==> config.mk <==
export PLATFORM = sky130hd
export DESIGN_NAME = motion_command_interpreter
export DESIGN_NICKNAME = d
export VERILOG_FILES = /design/src/rtl/mci_pkg.sv /design/src/rtl/mci_decode.sv /design/src/rtl/mci_mix.sv /design/src/rtl/motion_command_interpreter.sv
export VERILOG_INCLUDE_DIRS = /design/src /design/src/rtl
export SDC_FILE = /design/constraint.sdc
export NUM_CORES = 1
export LEC_CHECK = 0
export BUFFER_PORTS_ARGS = -buffer_cell sky130_fd_sc_hd__clkbuf_2
export CORE_MARGIN = 8
export CORE_UTILIZATION = 40
export CTS_CLUSTER_DIAMETER = 120
export DETAILED_ROUTE_END_ITERATION = 16
export GPL_ROUTABILITY_DRIVEN = 0
export PLACE_DENSITY = 0.58
export SETUP_SLACK_MARGIN = 0.1
export SLEW_MARGIN = 5
export SYNTH_ARGS = -nofsm -noshare
export SYNTH_HDL_FRONTEND = slang
export SYNTH_SLANG_ARGS = --single-unit
==> constraint.sdc <==
create_clock -name clk -period 13 [get_ports clk]
set_input_delay 2.6 -clock clk [delete_from_list [all_inputs] [get_ports clk]]
set_output_delay 2.6 -clock clk [all_outputs]
set_load 0.02 [all_outputs]
==> src/rtl/motion_command_interpreter_assert.svh <==
// Assertion macros for the motion command interpreter.
// Included by the top level; needs no package.
`ifndef MOTION_COMMAND_INTERPRETER_ASSERT_SVH
`define MOTION_COMMAND_INTERPRETER_ASSERT_SVH

// Check cons in the same cycle as ante.
`define MCI_ASSERT_SAME(label, ck, rn, ante, cons) \
	label: assert property (@(posedge ck) disable iff (!rn) (ante) |-> (cons)) \
		else $error("motion command interpreter check failed");

// Check cons in the cycle after ante.
`define MCI_ASSERT_NEXT(label, ck, rn, ante, cons) \
	label: assert property (@(posedge ck) disable iff (!rn) (ante) |=> (cons)) \
		else $error("motion command interpreter check failed");

`endif

==> src/rtl/mci_pkg.sv <==
// Shared types and constants of the motion command interpreter.
// Used by mci_decode, mci_mix and motion_command_interpreter; no dependencies.
package mci_pkg;

	// Command word ranges
	localparam logic [15:0] CMD_BASE     = 16'd32768;
	localparam logic [15:0] JUMP_LO      = 16'd33031;
	localparam logic [15:0] JUMP_HI      = 16'd33286;
	localparam logic [15:0] LOOP_SET_LO  = 16'd33287;
	localparam logic [15:0] LOOP_SET_HI  = 16'd33542;
	localparam logic [15:0] LOOP_DEC_LO  = 16'd33543;
	localparam logic [15:0] LOOP_DEC_HI  = 16'd33798;
	localparam logic [15:0] CMP_SET_LO   = 16'd39942;
	localparam logic [15:0] CMP_SET_HI   = 16'd57348;
	localparam logic [15:0] CMP_RAW_LO   = 16'd35846;
	localparam logic [15:0] CMP_RAW_HI   = 16'd36613;
	localparam logic [15:0] BTN_EQ_LO    = 16'd39430;
	localparam logic [15:0] BTN_EQ_HI    = 16'd39685;
	localparam logic [15:0] BTN_AND_LO   = 16'd39686;
	localparam logic [15:0] BTN_AND_HI   = 16'd39941;
	localparam logic [15:0] MIX_MOT_LO   = 16'd36614;
	localparam logic [15:0] MIX_MOT_HI   = 16'd37381;
	localparam logic [15:0] MIX_LIVE_LO  = 16'd64500;
	localparam logic [15:0] MIX_LIVE_HI  = 16'd65267;
	localparam logic [15:0] ORIGIN_LO    = 16'd65268;
	localparam logic [15:0] ORIGIN_HI    = 16'd65270;
	localparam logic [15:0] CMP_REL_LO   = 16'd37382;
	localparam logic [15:0] CMP_REL_HI   = 16'd38149;

	localparam logic [14:0] CMP_OFFSET   = 15'd1023;
	localparam logic [7:0]  MIX_EN_LIMIT = 8'd128;
	localparam logic [5:0]  FAC_MASK     = 6'h3F;
	localparam logic [9:0]  ORIGIN_GYRO  = 10'd276;

	localparam int NUM_SENSORS = 3;

	// Architectural state of the interpreter
	typedef struct packed {
		logic [15:0]      loop_counter;
		logic [14:0]      compare_reg;
		logic [2:0][9:0]  origin;
		logic [2:0]       mm_en;
		logic [2:0][6:0]  mm_fac;
		logic [2:0]       lm_en;
		logic [2:0][6:0]  lm_fac;
		logic [2:0]       mm_cnt;
		logic [2:0]       lm_cnt;
	} mci_state_t;

	localparam mci_state_t STATE_RESET = '{
		loop_counter: 16'd0,
		compare_reg:  15'd0,
		origin:       {10'd0, ORIGIN_GYRO, ORIGIN_GYRO},
		mm_en:        3'd0,
		mm_fac:       '0,
		lm_en:        3'd0,
		lm_fac:       '0,
		mm_cnt:       3'd0,
		lm_cnt:       3'd0
	};

	// Per-item decode flags
	typedef struct packed {
		logic is_command;
		logic recognized;
		logic take_default_link;
		logic mix_on;
	} dec_flags_t;

endpackage

==> src/rtl/mci_decode.sv <==
// Command word decoder and next-state logic of the motion command interpreter.
// Depends on mci_pkg.
module mci_decode import mci_pkg::*; (
	input  logic             op,
	input  logic [15:0]      command_word,
	input  logic [2:0][9:0]  sensors,
	input  logic [10:0]      button_code,
	input  mci_state_t       st,
	output mci_state_t       st_next,
	output dec_flags_t       flags
);

	typedef enum logic [3:0] {
		CMD_PLAIN, CMD_JUMP, CMD_LOOP_SET, CMD_LOOP_DEC, CMD_CMP_SET, CMD_CMP_RAW,
		CMD_BTN_EQ, CMD_BTN_AND, CMD_MIX_MOT, CMD_MIX_LIVE, CMD_ORIGIN, CMD_CMP_REL,
		CMD_UNKNOWN
	} cmd_t;

	cmd_t               cmd;
	logic [15:0]        base;
	logic [15:0]        off;
	logic [1:0]         idx;
	logic [9:0]         sen;
	logic [9:0]         org;
	logic signed [15:0] cmp16;
	logic signed [10:0] rel;
	logic [7:0]         val;
	logic               en_new;
	logic [6:0]         fac_new;
	logic               was;

	// Classify the word by range
	always_comb begin
		cmd  = CMD_UNKNOWN;
		base = CMD_BASE;
		if (command_word < CMD_BASE) begin
			cmd = CMD_PLAIN;
		end else if (command_word inside {[JUMP_LO:JUMP_HI]}) begin
			cmd = CMD_JUMP;
			base = JUMP_LO;
		end else if (command_word inside {[LOOP_SET_LO:LOOP_SET_HI]}) begin
			cmd = CMD_LOOP_SET;
			base = LOOP_SET_LO;
		end else if (command_word inside {[LOOP_DEC_LO:LOOP_DEC_HI]}) begin
			cmd = CMD_LOOP_DEC;
			base = LOOP_DEC_LO;
		end else if (command_word inside {[CMP_SET_LO:CMP_SET_HI]}) begin
			cmd = CMD_CMP_SET;
			base = CMP_SET_LO;
		end else if (command_word inside {[CMP_RAW_LO:CMP_RAW_HI]}) begin
			cmd = CMD_CMP_RAW;
			base = CMP_RAW_LO;
		end else if (command_word inside {[BTN_EQ_LO:BTN_EQ_HI]}) begin
			cmd = CMD_BTN_EQ;
			base = BTN_EQ_LO;
		end else if (command_word inside {[BTN_AND_LO:BTN_AND_HI]}) begin
			cmd = CMD_BTN_AND;
			base = BTN_AND_LO;
		end else if (command_word inside {[MIX_MOT_LO:MIX_MOT_HI]}) begin
			cmd = CMD_MIX_MOT;
			base = MIX_MOT_LO;
		end else if (command_word inside {[MIX_LIVE_LO:MIX_LIVE_HI]}) begin
			cmd = CMD_MIX_LIVE;
			base = MIX_LIVE_LO;
		end else if (command_word inside {[ORIGIN_LO:ORIGIN_HI]}) begin
			cmd = CMD_ORIGIN;
			base = ORIGIN_LO;
		end else if (command_word inside {[CMP_REL_LO:CMP_REL_HI]}) begin
			cmd = CMD_CMP_REL;
			base = CMP_REL_LO;
		end
	end

	// Operands shared by the command kinds
	always_comb begin
		off = command_word - base;
		idx = (cmd == CMD_ORIGIN) ? off[1:0] : off[9:8];
		sen = sensors[0];
		org = st.origin[0];
		for (int i = 1; i < NUM_SENSORS; i++) begin
			if (idx == 2'(i)) begin
				sen = sensors[i];
				org = st.origin[i];
			end
		end
		cmp16   = $signed({st.compare_reg[14], st.compare_reg});
		rel     = $signed({1'b0, sen}) - $signed({1'b0, org});
		val     = off[7:0];
		en_new  = val > MIX_EN_LIMIT;
		fac_new = val[6] ? 7'(-{1'b0, val[5:0] & FAC_MASK}) : {1'b0, val[5:0] & FAC_MASK};
		was     = (cmd == CMD_MIX_LIVE) ? st.lm_en[idx] : st.mm_en[idx];
	end

	// Apply the command
	always_comb begin
		st_next = st;
		flags.is_command        = 1'b0;
		flags.recognized        = 1'b0;
		flags.take_default_link = 1'b1;
		flags.mix_on            = !op;
		if (op) begin
			st_next.mm_cnt = 3'd0;
		end else begin
			flags.is_command = (cmd != CMD_PLAIN);
			flags.recognized = (cmd != CMD_PLAIN) && (cmd != CMD_UNKNOWN);
			case (cmd)
				CMD_LOOP_SET: begin
					st_next.loop_counter = {8'd0, off[7:0]};
				end
				CMD_LOOP_DEC: begin
					st_next.loop_counter = st.loop_counter - {8'd0, off[7:0]} - 16'd1;
					flags.take_default_link = (st_next.loop_counter == 16'd0);
				end
				CMD_CMP_SET: begin
					st_next.compare_reg = off[14:0] - CMP_OFFSET;
				end
				CMD_CMP_RAW: begin
					flags.take_default_link = !($signed({6'd0, sen}) <= cmp16);
				end
				CMD_BTN_EQ: begin
					flags.take_default_link = !($signed({5'd0, button_code}) == cmp16);
				end
				CMD_BTN_AND: begin
					flags.take_default_link = ((button_code & st.compare_reg[10:0]) == 11'd0);
				end
				CMD_MIX_MOT: begin
					st_next.mm_en[idx]  = en_new;
					st_next.mm_fac[idx] = fac_new;
					if (was && !en_new) begin
						st_next.mm_cnt = st.mm_cnt - 3'd1;
					end else if (!was && en_new) begin
						st_next.mm_cnt = st.mm_cnt + 3'd1;
					end
				end
				CMD_MIX_LIVE: begin
					st_next.lm_en[idx]  = en_new;
					st_next.lm_fac[idx] = fac_new;
					if (was && !en_new) begin
						st_next.lm_cnt = st.lm_cnt - 3'd1;
					end else if (!was && en_new) begin
						st_next.lm_cnt = st.lm_cnt + 3'd1;
					end
				end
				CMD_ORIGIN: begin
					st_next.origin[idx] = sen;
				end
				CMD_CMP_REL: begin
					flags.take_default_link = !(16'(rel) <= cmp16);
				end
				default: begin
				end
			endcase
		end
	end

endmodule

==> src/rtl/mci_mix.sv <==
// Mixing offset: factor times sensor-minus-origin summed over enabled mixes.
// Depends on mci_pkg.
module mci_mix import mci_pkg::*; (
	input  logic [2:0][9:0]    sensors,
	input  mci_state_t         st,
	input  logic               mix_on,
	output logic signed [18:0] mix_adjust
);

	logic [2:0]         en;
	logic [2:0][6:0]    fac;
	logic signed [10:0] diff [NUM_SENSORS];
	logic signed [17:0] prod [NUM_SENSORS];
	logic signed [19:0] sum;

	// Pick the motion mixes first, then the realtime mixes
	always_comb begin
		if (st.mm_cnt != 3'd0) begin
			en  = st.mm_en;
			fac = st.mm_fac;
		end else if (st.lm_cnt != 3'd0) begin
			en  = st.lm_en;
			fac = st.lm_fac;
		end else begin
			en  = 3'd0;
			fac = '0;
		end
	end

	// One small multiply per sensor lane, then add
	always_comb begin
		sum = '0;
		for (int i = 0; i < NUM_SENSORS; i++) begin
			diff[i] = $signed({1'b0, sensors[i]}) - $signed({1'b0, st.origin[i]});
			prod[i] = en[i] ? $signed(fac[i]) * diff[i] : 18'sd0;
			sum     = sum + 20'(prod[i]);
		end
		mix_adjust = mix_on ? sum[18:0] : 19'sd0;
	end

endmodule

==> src/rtl/motion_command_interpreter.sv <==
// Motion command interpreter top level: input register, state, result register.
// Depends on mci_pkg, mci_decode, mci_mix and motion_command_interpreter_assert.svh.
//
// Usage:
//   Input channel (in_valid/in_ready) carries one item: op, command_word, the
//   three sensor levels and button_code. Output channel (out_valid/out_ready)
//   returns exactly one result per item, in order.
//   Flow: an accepted item sits in the input register, is decoded and its
//   result loaded once the result register is free or draining; out_valid is high after it.
//   Throughput: one item per cycle while out_ready stays high. Decode,
//   state update and the three 7x11 multiplies are combinational logic
//   between the input and result registers.
//   Stall: with out_ready low the result register holds; one more item
//   waits in the input register, then in_ready drops.
//   Reset: loop counter and compare register clear, origins return to
//   276, 276, 0, all mixes disabled and both mix counts cleared; both
//   channels come up empty.
`include "motion_command_interpreter_assert.svh"

module motion_command_interpreter import mci_pkg::*; (
	input  logic               clk,
	input  logic               arst_n,
	input  logic               in_valid,
	output logic               in_ready,
	input  logic               op,
	input  logic [15:0]        command_word,
	input  logic [9:0]         sensor_a,
	input  logic [9:0]         sensor_b,
	input  logic [9:0]         sensor_c,
	input  logic [10:0]        button_code,
	output logic               out_valid,
	input  logic               out_ready,
	output logic               is_command,
	output logic               recognized,
	output logic               take_default_link,
	output logic signed [15:0] loop_count,
	output logic signed [14:0] compare_value,
	output logic signed [18:0] mix_adjust
);

	logic               valid_s1;
	logic               op_s1;
	logic [15:0]        word_s1;
	logic [2:0][9:0]    sensors_s1;
	logic [10:0]        button_s1;
	logic               load_out;

	mci_state_t         st_q;
	mci_state_t         st_next;
	dec_flags_t         flags;
	logic signed [18:0] mix_next;

	logic               out_valid_q;
	logic               is_command_q;
	logic               recognized_q;
	logic               take_default_link_q;
	logic [15:0]        loop_count_q;
	logic [14:0]        compare_value_q;
	logic signed [18:0] mix_adjust_q;

	// Advance the input stage when the result register is free or draining
	assign load_out = valid_s1 && (!out_valid_q || out_ready);
	assign in_ready = !valid_s1 || load_out;

	// Hold the input item
	always_ff @(posedge clk or negedge arst_n) begin
		if (!arst_n) begin
			valid_s1 <= 1'b0;
		end else if (in_valid && in_ready) begin
			valid_s1 <= 1'b1;
		end else if (load_out) begin
			valid_s1 <= 1'b0;
		end
	end

	always_ff @(posedge clk) begin
		if (in_valid && in_ready) begin
			op_s1      <= op;
			word_s1    <= command_word;
			sensors_s1 <= {sensor_c, sensor_b, sensor_a};
			button_s1  <= button_code;
		end
	end

	mci_decode u_decode (
		.op           (op_s1),
		.command_word (word_s1),
		.sensors      (sensors_s1),
		.button_code  (button_s1),
		.st           (st_q),
		.st_next      (st_next),
		.flags        (flags)
	);

	mci_mix u_mix (
		.sensors    (sensors_s1),
		.st         (st_next),
		.mix_on     (flags.mix_on),
		.mix_adjust (mix_next)
	);

	// Commit state together with the result
	always_ff @(posedge clk or negedge arst_n) begin
		if (!arst_n) begin
			st_q <= STATE_RESET;
		end else if (load_out) begin
			st_q <= st_next;
		end
	end

	// Result register
	always_ff @(posedge clk or negedge arst_n) begin
		if (!arst_n) begin
			out_valid_q <= 1'b0;
		end else if (load_out) begin
			out_valid_q <= 1'b1;
		end else if (out_ready) begin
			out_valid_q <= 1'b0;
		end
	end

	always_ff @(posedge clk) begin
		if (load_out) begin
			is_command_q        <= flags.is_command;
			recognized_q        <= flags.recognized;
			take_default_link_q <= flags.take_default_link;
			loop_count_q        <= st_next.loop_counter;
			compare_value_q     <= st_next.compare_reg;
			mix_adjust_q        <= mix_next;
		end
	end

	assign out_valid         = out_valid_q;
	assign is_command        = is_command_q;
	assign recognized        = recognized_q;
	assign take_default_link = take_default_link_q;
	assign loop_count        = $signed(loop_count_q);
	assign compare_value     = $signed(compare_value_q);
	assign mix_adjust        = mix_adjust_q;

	// Checks
	`MCI_ASSERT_SAME(a_live_cnt, clk, arst_n, 1'b1, st_q.lm_cnt == 3'($countones(st_q.lm_en)))
	`MCI_ASSERT_NEXT(a_load_shows, clk, arst_n, load_out, out_valid_q)
	`MCI_ASSERT_SAME(a_plain_res, clk, arst_n, out_valid_q && !is_command_q, !recognized_q && take_default_link_q)
	`MCI_ASSERT_SAME(a_stall_src, clk, arst_n, !in_ready, valid_s1 && out_valid_q && !out_ready)

endmodule
==> qor.yml <==
crit_slowest_cell: "or4_4"
startpoint: "word_s1[4]"
rows: 93
start_util_pct: 40.2
final_util_pct: 46.5
viasPerCell: 5.53
hold_viol: 0
firstDrtPassIters: 6
place_area_sq_um: 27900
synth_seq_cells: 228
fin_crit_ps: 12550
synth-edff-count: 111
synth_top_area_share_pct: 15.8
cp-end-kind: "register"
min_path_type: "reg -> reg"
cp.required_ps: 13410
setup_violations: 0
power_density_nw_per_um2: 214
yosys_warnings: 0
grt_pass1_vias: 22114
syn2layout_area_growth_pct: 15.7
timing.rr.start: "word_s1[4]"
ys_seq_area_share_pct: 24.3
cpPeakStageDelay_ps: 610
yosysMostFrequentCell: "inv_1"
layoutNonFillerInstCount: 3947
cp_max_fo: 6
async_reset_ff_share_pct: 51.3
clk_pin_slew_worst_paths_ps: 60
port_buffers: 116
place_ws_ps: -298
grt_max_degree: 70
setup_ws_ps: 453
clockBufferDepth: 3
power.leakage_nw: 13.3
routed_wl_mm: 74.9
clock_sinks: 228
skew_ps: 38.4
numCtsBuffers: 29
cts_root_buffer: "clkbuf_16"
cts_htree_levels: 1
place_inst: 3859
worstPathArrival_ps: 12960
syn_area_per_cell_sq_um: 8.95
final_layout_size_suffix_gt1_share_pct: 17.2
rsz0062_at_grt: "yes"
finalCritPeriodShare_pct: 96.5
via_count: 21834
drc_errors: 0
nNetsFinal: 3551
vdd_drop_max_mv: 0.106
dr.first_iter.drc_count: 1511
netlist-cell-type-count: 107
p_total_w: 0.00637
fp.coreArea_sq_um: 64100
maxCapViolCount: 0
finalMaxSlewViolations: 0
groute.usage.overall_pct: 19.9
wl_per_cell_microns: 19.0
worst_pin_slew_ps: 1210
cpMostUsedCell: "fa_1"
max_freq_ghz: 0.0797
grt_overflow: 0
antenna_cells: 0
yosys.area.top_type: "fa_1"
cp-start-kind: "register"
status: "finished clean"
die_x_microns: 270
antenna_found_initial: 2
dp_hpwl_mm: 58.7
fin_area_sq_um: 29800
timing.slew.headroom_pct: 18.8
path_class: "reg -> reg"
synth_nets: 3362
syn-cell-area_sq_um: 25800
ant_nets: 0
syn_inst: 2880
synthTopCellsByCount: "inv_1 (396), nand2_1 (246), o21ai_0 (223)"
die-area_sq_um: 72800
synth_area_leaders: "fa_1 (16%), edfxtp_1 (13%), dfrtp_1 (11%), ha_1 (10%), inv_1 (5.8%)"
worstHoldStart: "st_q[33]"
fillers: 6108
cts_tree: "done"
clock_latency_ps: 610
io_pins: 117
grt_pass1_wl_mm: 120
die_h_microns: 270
synth_ff_type: "edfxtp_1"
logic make-up after synthesis:
| logic type | synth area share [%] |
|---|---|
| DFF | 24.3 |
| AOI/OAI and AO/OA | 18.8 |
| adders and majority gates | 26.5 |
| muxes | 2.36 |
| buffers and inverters | 8.40 |
| and+or+nand+nor | 15.4 |
| xor gates and xnor gates | 4.24 |
worst paths after layout:
path	to	slack [ps]	cells past startpoint
max in group asynchronous	st_q[31]	9470	2
worst max-delay path	mix_adjust[17]	450	49
min in group asynchronous	st_q[96]	2050	1
worst min-delay path	st_q[33]	480	2
worst max register to register	mix_adjust[17]	450	49
worst min register to register	st_q[33]	480	2
layer usage:
layer,up-vias,GRT usage [%],wire length [microns]
li1,10377,-,-
met4,2,5.78,2210
met5,-,0,13
met2,709,32.4,34500
met1,10597,27.1,33400
met3,149,3.04,4770
area by class of cell:
cell class | count | area (sq um) | share of cell area [%]
clock buffers | 32 | 747 | 2.50
clock inverters | 22 | 303 | 1.02
inverters | 397 | 1490 | 5.01
multi-input cells | 2117 | 17900 | 60.1
flip-flops and latches | 228 | 6270 | 21.0
well taps | 855 | 1070 | 3.59
repair buffers | 296 | 2030 | 6.80
power breakdown:
group	internal (W)	switching, W	leakage (nW)
clock network	0.000539	0.000345	0.512
logic	0.00192	0.00260	10.2
registers	0.000887	0.0000804	2.64
total	0.00334	0.00303	13.3
critical path: cells and delay by family (launching register included):
kind / cells / cell delay (ps)
simple gates: 12 / 3540
fa+ha+maj: 8 / 3250
flops: 1 / 390
buf+inv: 7 / 820
mux: 2 / 540
compound gates: 20 / 3790
layout by cell type (no fill, tap or decap), types with 109 or more instances in the layout:
master and instances:
edfxtp_1 111, nor3_1 109, nand2_1 245, buf_4 170
o21ai_0 200, nor2_1 123, clkbuf_2 115, a21oi_1 175
ha_1 211, fa_1 202, dfrtp_1 111, inv_1 393
through the flow:
stage          TNS [ps]  hold slack [ps]
3_3_place_gp          0              455
6_report              0              477
2_1_floorplan         0              442
3_5_place_dp       -426              463
4_1_cts               0              476
5_1_grt               0              497
state kept, by name, summed over array words and instances (netlist names):
register	count
st_q	115
sensors_s1	30
mix_adjust	19
loop_count	16
word_s1	16
compare_value	15
button_s1	11
is_command	1
op_s1	1
out_valid	1
recognized	1
take_default_link	1
valid_s1	1
what timing repair did:
action                                  CTS  global route
resized for setup                        26           110
hold buffers                              0             0
pin swaps                                 2            49
setup buffers                             1            31
endpoints found under the setup margin    4             7
gates cloned                              0             2
hold endpoints to repair                  0             0
Note: power is estimated with default switching activity, not from simulation.
